## src/cfr_pkg.sv

```systemverilog
package cfr_pkg;

    localparam logic [7:0] HDR_BYTE  = 8'h55;
    localparam logic [7:0] TAIL_BYTE = 8'hbb;
    localparam logic [7:0] EXT_MARK  = 8'hfd;
    localparam logic [7:0] BASE_LEN  = 8'd8;

    localparam logic [7:0] CODE_STATUS   = 8'h80;
    localparam logic [7:0] CODE_RFID     = 8'h81;
    localparam logic [7:0] CODE_REGULAR0 = 8'h82;
    localparam logic [7:0] CODE_REGULAR1 = 8'h83;

    // Bytes 0..6 of a frame are kept; later bytes only matter as the tail.
    localparam int HEAD_LEN = 7;
    localparam int CMD_LEN  = 5;

    typedef logic [HEAD_LEN-1:0][7:0] head_t;
    typedef logic [CMD_LEN-1:0][7:0]  cmd_t;

    typedef enum logic [3:0] {
        EV_NONE        = 4'd0,
        EV_NEW_CMD     = 4'd1,
        EV_REP_STATUS  = 4'd2,
        EV_REP_RFID    = 4'd3,
        EV_REP_REGULAR = 4'd4,
        EV_REP_ACK     = 4'd5,
        EV_SUM_ERR     = 4'd6,
        EV_EXT_DONE    = 4'd7,
        EV_FRAME_ERR   = 4'd8,
        EV_EXT_SHORT   = 4'd9
    } event_t;

    typedef enum logic {
        REQ_BYTE      = 1'b0,
        REQ_SET_READY = 1'b1
    } req_t;

    typedef struct packed {
        logic       req_type;
        logic [7:0] rx_byte;
    } in_word_t;

    typedef struct packed {
        event_t     event_res;
        logic       byte_taken;
        logic [7:0] byte_position;
        logic [7:0] frame_length;
        logic [7:0] cmd_byte1;
        logic [7:0] cmd_byte2;
        logic [7:0] cmd_byte3;
        logic [7:0] cmd_byte4;
        logic [7:0] cmd_byte5;
    } out_word_t;

    // Decision taken when the last byte of a frame arrives.
    typedef struct packed {
        event_t     event_res;
        logic       count_clear;
        logic       ext_set;
        logic       ext_clear;
        logic       len_load;
        logic [7:0] len_value;
        logic [7:0] frame_len;
        logic       cmd_out;
        logic       cmd_latch;
    } finish_t;

endpackage

```

## src/cfr_frame_check.sv

```systemverilog
module cfr_frame_check (
    input  cfr_pkg::head_t   head,
    input  cfr_pkg::cmd_t    last_cmd,
    input  logic [7:0]       rx_byte,
    input  logic             extended_mode,
    input  logic [7:0]       expected_length,
    output cfr_pkg::finish_t fin
);
    import cfr_pkg::*;

    logic       tail_ok;
    logic       ext_mark;
    logic [7:0] sum;
    logic       differs;
    event_t     repeat_ev;

    assign tail_ok  = (rx_byte == TAIL_BYTE);
    assign ext_mark = (head[1] == EXT_MARK);
    assign sum      = 8'(head[2] + head[3] + head[4] + head[5]);
    assign differs  = (head[5:1] != last_cmd);

    always_comb
    begin
        priority if (head[2] == CODE_STATUS)
            repeat_ev = EV_REP_STATUS;
        else if (head[2] == CODE_RFID)
            repeat_ev = EV_REP_RFID;
        else if (head[2] == CODE_REGULAR0 || head[2] == CODE_REGULAR1)
            repeat_ev = EV_REP_REGULAR;
        else
            repeat_ev = EV_REP_ACK;
    end

    always_comb
    begin
        fin             = '0;
        fin.event_res   = EV_NONE;
        fin.len_value   = BASE_LEN;
        fin.frame_len   = expected_length;
        priority if (tail_ok && !extended_mode && !ext_mark)
        begin
            fin.count_clear = 1'b1;
            if (sum == head[6])
            begin
                fin.cmd_out   = 1'b1;
                fin.cmd_latch = differs;
                fin.event_res = differs ? EV_NEW_CMD : repeat_ev;
            end
            else
            begin
                fin.event_res = EV_SUM_ERR;
            end
        end
        else if (ext_mark && !extended_mode)
        begin
            if (head[2] > BASE_LEN)
            begin
                // Extension request: keep collecting up to the new length.
                fin.ext_set   = 1'b1;
                fin.len_load  = 1'b1;
                fin.len_value = head[2];
                fin.frame_len = head[2];
            end
            else
            begin
                fin.count_clear = 1'b1;
                if (tail_ok)
                begin
                    fin.len_load  = 1'b1;
                    fin.cmd_out   = 1'b1;
                    fin.event_res = EV_EXT_DONE;
                end
                else
                begin
                    fin.event_res = EV_EXT_SHORT;
                end
            end
        end
        else if (extended_mode && tail_ok)
        begin
            fin.count_clear = 1'b1;
            fin.ext_clear   = 1'b1;
            fin.len_load    = 1'b1;
            fin.cmd_out     = 1'b1;
            fin.event_res   = EV_EXT_DONE;
        end
        else
        begin
            fin.count_clear = 1'b1;
            fin.event_res   = EV_FRAME_ERR;
        end
    end

endmodule

```

## src/command_frame_receiver.sv

```systemverilog
// Channel   Direction  Handshake           Word
// input     in         in_valid/in_stall   in_data   (req_type, rx_byte)
// output    out        out_valid/out_stall out_data  (event and frame fields)
//
// Every accepted input word yields exactly one output word in the next cycle.
// The block takes one word per cycle unless stalled; the frame state update
// and the result are one pass of next-state logic into state/output registers.
// In_stall is raised only while a result is held and out_stall is high.
// Reset sets ready, clears the byte count, extended mode and the last command,
// and sets the expected length to eight; the stored frame bytes are not reset.
module command_frame_receiver (
    input  logic               clk,
    input  logic               rst_n,
    input  logic               in_valid,
    output logic               in_stall,
    input  cfr_pkg::in_word_t  in_data,
    output logic               out_valid,
    input  logic               out_stall,
    output cfr_pkg::out_word_t out_data
);
    import cfr_pkg::*;

    // Frame state.
    logic        ready_reg, ready_next;
    logic [7:0]  count_reg, count_next;
    logic        ext_reg, ext_next;
    logic [7:0]  exp_len_reg, exp_len_next;
    head_t       head_reg, head_next;
    cmd_t        last_cmd_reg, last_cmd_next;

    // Result register.
    logic        out_valid_reg, out_valid_next;
    out_word_t   out_data_reg, out_data_next;

    logic        accept;
    logic        taken;
    logic        complete;
    finish_t     fin;

    assign in_stall  = out_valid_reg && out_stall;
    assign accept    = in_valid && !in_stall;
    assign out_valid = out_valid_reg;
    assign out_data  = out_data_reg;

    // A byte is stored when ready and either a frame is open or it is a header.
    assign taken    = (in_data.req_type == REQ_BYTE) && ready_reg &&
                      (count_reg != 8'd0 || in_data.rx_byte == HDR_BYTE);
    assign complete = taken &&
                      ({1'b0, count_reg} + 9'd1 >= {1'b0, exp_len_reg});

    // The last byte of a frame always sits at position seven or later, so
    // the check sees only bytes stored in earlier cycles.
    cfr_frame_check u_check (
        .head            (head_reg),
        .last_cmd        (last_cmd_reg),
        .rx_byte         (in_data.rx_byte),
        .extended_mode   (ext_reg),
        .expected_length (exp_len_reg),
        .fin             (fin)
    );

    always_comb
    begin
        ready_next     = ready_reg;
        count_next     = count_reg;
        ext_next       = ext_reg;
        exp_len_next   = exp_len_reg;
        head_next      = head_reg;
        last_cmd_next  = last_cmd_reg;
        out_valid_next = out_valid_reg && out_stall;
        out_data_next  = out_data_reg;

        if (accept)
        begin
            out_valid_next = 1'b1;
            out_data_next  = '0;
            out_data_next.event_res = EV_NONE;

            if (in_data.req_type == REQ_SET_READY)
                ready_next = 1'b1;

            if (taken)
            begin
                out_data_next.byte_taken    = 1'b1;
                out_data_next.byte_position = count_reg;
                if (count_reg < 8'(HEAD_LEN))
                    head_next[count_reg[2:0]] = in_data.rx_byte;
                count_next = 8'(count_reg + 8'd1);
            end

            if (complete)
            begin
                out_data_next.event_res    = fin.event_res;
                out_data_next.frame_length = fin.frame_len;
                if (fin.count_clear)
                    count_next = 8'd0;
                if (fin.ext_set)
                    ext_next = 1'b1;
                if (fin.ext_clear)
                    ext_next = 1'b0;
                if (fin.len_load)
                    exp_len_next = fin.len_value;
                if (fin.cmd_latch)
                begin
                    // A new command is latched and holds off further bytes.
                    ready_next    = 1'b0;
                    last_cmd_next = head_reg[5:1];
                end
                if (fin.cmd_out)
                begin
                    out_data_next.cmd_byte1 = head_reg[1];
                    out_data_next.cmd_byte2 = head_reg[2];
                    out_data_next.cmd_byte3 = head_reg[3];
                    out_data_next.cmd_byte4 = head_reg[4];
                    out_data_next.cmd_byte5 = head_reg[5];
                end
            end
            else
            begin
                out_data_next.frame_length = exp_len_reg;
            end
        end
    end

    always_ff @(posedge clk or negedge rst_n)
    begin
        if (!rst_n)
        begin
            ready_reg     <= 1'b1;
            count_reg     <= 8'd0;
            ext_reg       <= 1'b0;
            exp_len_reg   <= BASE_LEN;
            last_cmd_reg  <= '0;
            out_valid_reg <= 1'b0;
        end
        else
        begin
            ready_reg     <= ready_next;
            count_reg     <= count_next;
            ext_reg       <= ext_next;
            exp_len_reg   <= exp_len_next;
            last_cmd_reg  <= last_cmd_next;
            out_valid_reg <= out_valid_next;
        end
    end

    always_ff @(posedge clk)
    begin
        head_reg     <= head_next;
        out_data_reg <= out_data_next;
    end

    // An open frame never reaches its expected length.
    a_count_below_len: assert property (@(posedge clk) disable iff (!rst_n)
        count_reg < exp_len_reg)
        else $error("byte count reached the expected frame length");

    // Extended mode only runs with a length above the base frame.
    a_ext_len: assert property (@(posedge clk) disable iff (!rst_n)
        ext_reg |-> (exp_len_reg > BASE_LEN))
        else $error("extended mode with a base-length frame");

    // A new command leaves the block not ready.
    a_new_cmd_blocks: assert property (@(posedge clk) disable iff (!rst_n)
        (accept && complete && fin.cmd_latch) |=> !ready_reg)
        else $error("ready still set after a new command");

endmodule
```

## config.mk

```make
export PLATFORM = sky130hd
export DESIGN_NAME = command_frame_receiver
export DESIGN_NICKNAME = d
export VERILOG_FILES = /design/src/cfr_pkg.sv /design/src/cfr_frame_check.sv /design/src/command_frame_receiver.sv
export SDC_FILE = /design/constraint.sdc
export NUM_CORES = 1
export LEC_CHECK = 0
export BUFFER_PORTS_ARGS = -buffer_cell sky130_fd_sc_hd__buf_2
export CAP_MARGIN = 15
export CORE_MARGIN = 5
export CORE_UTILIZATION = 45
export DETAILED_ROUTE_END_ITERATION = 12
export GPL_TIMING_DRIVEN = 0
export SKIP_LAST_GASP = 1
export SYNTH_ARGS = -nofsm -noshare
export SYNTH_HDL_FRONTEND = slang
export SYNTH_HIERARCHICAL = 1
export SYNTH_SLANG_ARGS = --single-unit
```

## constraint.sdc

```tcl
create_clock -name clk -period 9.8 [get_ports clk]
set_input_delay 0.49 -clock clk [delete_from_list [all_inputs] [get_ports clk]]
set_output_delay 0.49 -clock clk [all_outputs]
set_load 0.02 [all_outputs]
```

==> results.ini <==
[cells_and_area]
drive_above_1_share=0.263
fillCellCount=1517
area_growth_pct=16.6
stdcell_area_um2=9250
nNetsFinal=711
insertedDiodeCount=0
largest_register_ffs=61

[grt]
grt_pass1_wl_mm=28.9
antenna_found_initial=0
track_usage=0.189
grt_start_max_net_pins=60
grt.overflow.total=0
grt_pass1_vias=5131

[sta]
fin_crit_sh=0.510
tns_ns=0
slew_headroom=0.320
worst_pin_slew_ns=1.01
finalCriticalPeriod_ns=5.00
fin_worst_skew_ns=0.00738
hold_ws_ns=0.153
setup_viol=0
rsz0062_at_grt=false
fmax_ghz=0.200
slew_viol_final=0
hold_viol=0

[routing]
wire_per_inst_um=20.1
wirelength_mm=18.2
drc=0
dr.pass1.iters=4
ant_nets=0
dr_total_vias=4859
via_per_inst=5.37
drt-initial-drc-count=271

[die]
die_x_um=143
initial_utilization=0.459
core_area_um2=17300
pin_count=76
num_rows=48
die_area_um2=20400
dieHeight_um=143

[power]
vdd_drop_max_v=0.000124
combPwrFrac=0.179
p_seq_frac=0.447
cellLeakagePower_nw=3.99
clkPwrFrac=0.373
powerDensity_nw_per_um2=196
total_power_mw=1.81
p_int_mw=1.30
swShare=0.281
power_switching_mw=0.510

[clock_tree]
cts_resized=0
cts.sinks=168
numCtsBuffers=17
cts_tree=yes
clockBufferDepth=2
clock_latency_ns=0.42
hold_buffers=0
ctsHtreeMaxLevel=4
clk_pin_slew_ns=0.06
cts_root_buf=clkbuf_16
cts_setup_buffers=0

[logic_synthesis]
synth_nets=615
syn_area_um2=7930
syn_avg_cell_area_um2=13.9
synth_cells=571
ys_warn_count=6

[placed_design]
placed_area_um2=8650
portBuffers=75
dp_hpwl_mm=13.2
finalWeightedCongestion=0.877

[min_path]
hold_path.class=in -> async

[outcome]
outcome=completed

[worst_setup_path]
startpoint=head_reg[17]
r2r_start=head_reg[17]
critPathLaunchType=flip-flop
path_max_fanout=10
cp.required_ns=10.08
r2r_slack_ns=4.80
path_class=reg -> reg
crit_arrival_ns=5.28
end_kind=flip-flop

[flow_run]
drv_cap=0

[metal layers]
metal,track usage,vias to the layer above,wire [um]
met5,0,-,0
met4,0.0535,0,235
met3,0.0442,17,1050
met2,0.300,123,8640
met1,0.261,2429,8230
li1,-,2290,-
[area by class of cell]
type	count	area [um2]	share of cell area
flip-flops and latches	168	4750	0.514
multi-input cells	359	2990	0.324
clock buffers	20	447	0.0483
repair buffers	77	425	0.0460
well taps	225	282	0.0304
clock inverters	12	151	0.0164
plain buffers	21	111	0.0120
inverters	23	86.3	0.00933
[metrics by stage]
stage           util  worst slack [ns]  std cells
3_3_place_gp   0.497             0.521        871
4_1_cts        0.535              4.78        905
5_1_grt        0.535              4.51        905
2_1_floorplan      -              2.69        571
6_report       0.535              4.80        905
3_5_place_dp   0.500              4.84        873
[critical path, stage by stage (launching register included)]
cell       delay (ns)
edfxtp_1         0.60
fa_1             0.61
inv_1            0.06
fa_1             0.49
inv_1            0.04
ha_1             0.22
fa_1             0.46
xor2_1           0.18
a2111oi_1        0.32
o2111ai_1        0.31
or3_1            0.43
o21ai_0          0.46
clkbuf_1         0.43
and3_1           0.24
[power by group through the flow]
stage | clock network, mW | registers (mW) | logic (mW)
finish | 0.677 | 0.812 | 0.326
detailed placement | 0 | 0.826 | 0.324
floorplan | 0 | 0.841 | 0.199
CTS | 0.685 | 0.812 | 0.327
global placement | 0 | 0.829 | 0.317
global route | 0.721 | 0.815 | 0.359
[cells in the final DEF, fill, tap and decap left out, drive strengths merged, types with 20 or more instances in the layout]
cell    count
clkbuf     33
edfxtp    109
buf        85
xnor2      44
dfrtp      57
mux2       51
inv        23
and3       50
nand2      20
[worst paths after layout]
check / end / cells after the start
min in group clk: out_valid / 2
max in group asynchronous: last_cmd_reg[24] / 1
setup reg to reg: out_data[22] / 13
setup / recovery: out_data[22] / 13
hold / removal: count_reg[5] / 1
hold reg to reg: last_cmd_reg[38] / 1
No activity file was read; power rests on OpenSTA's default activity.
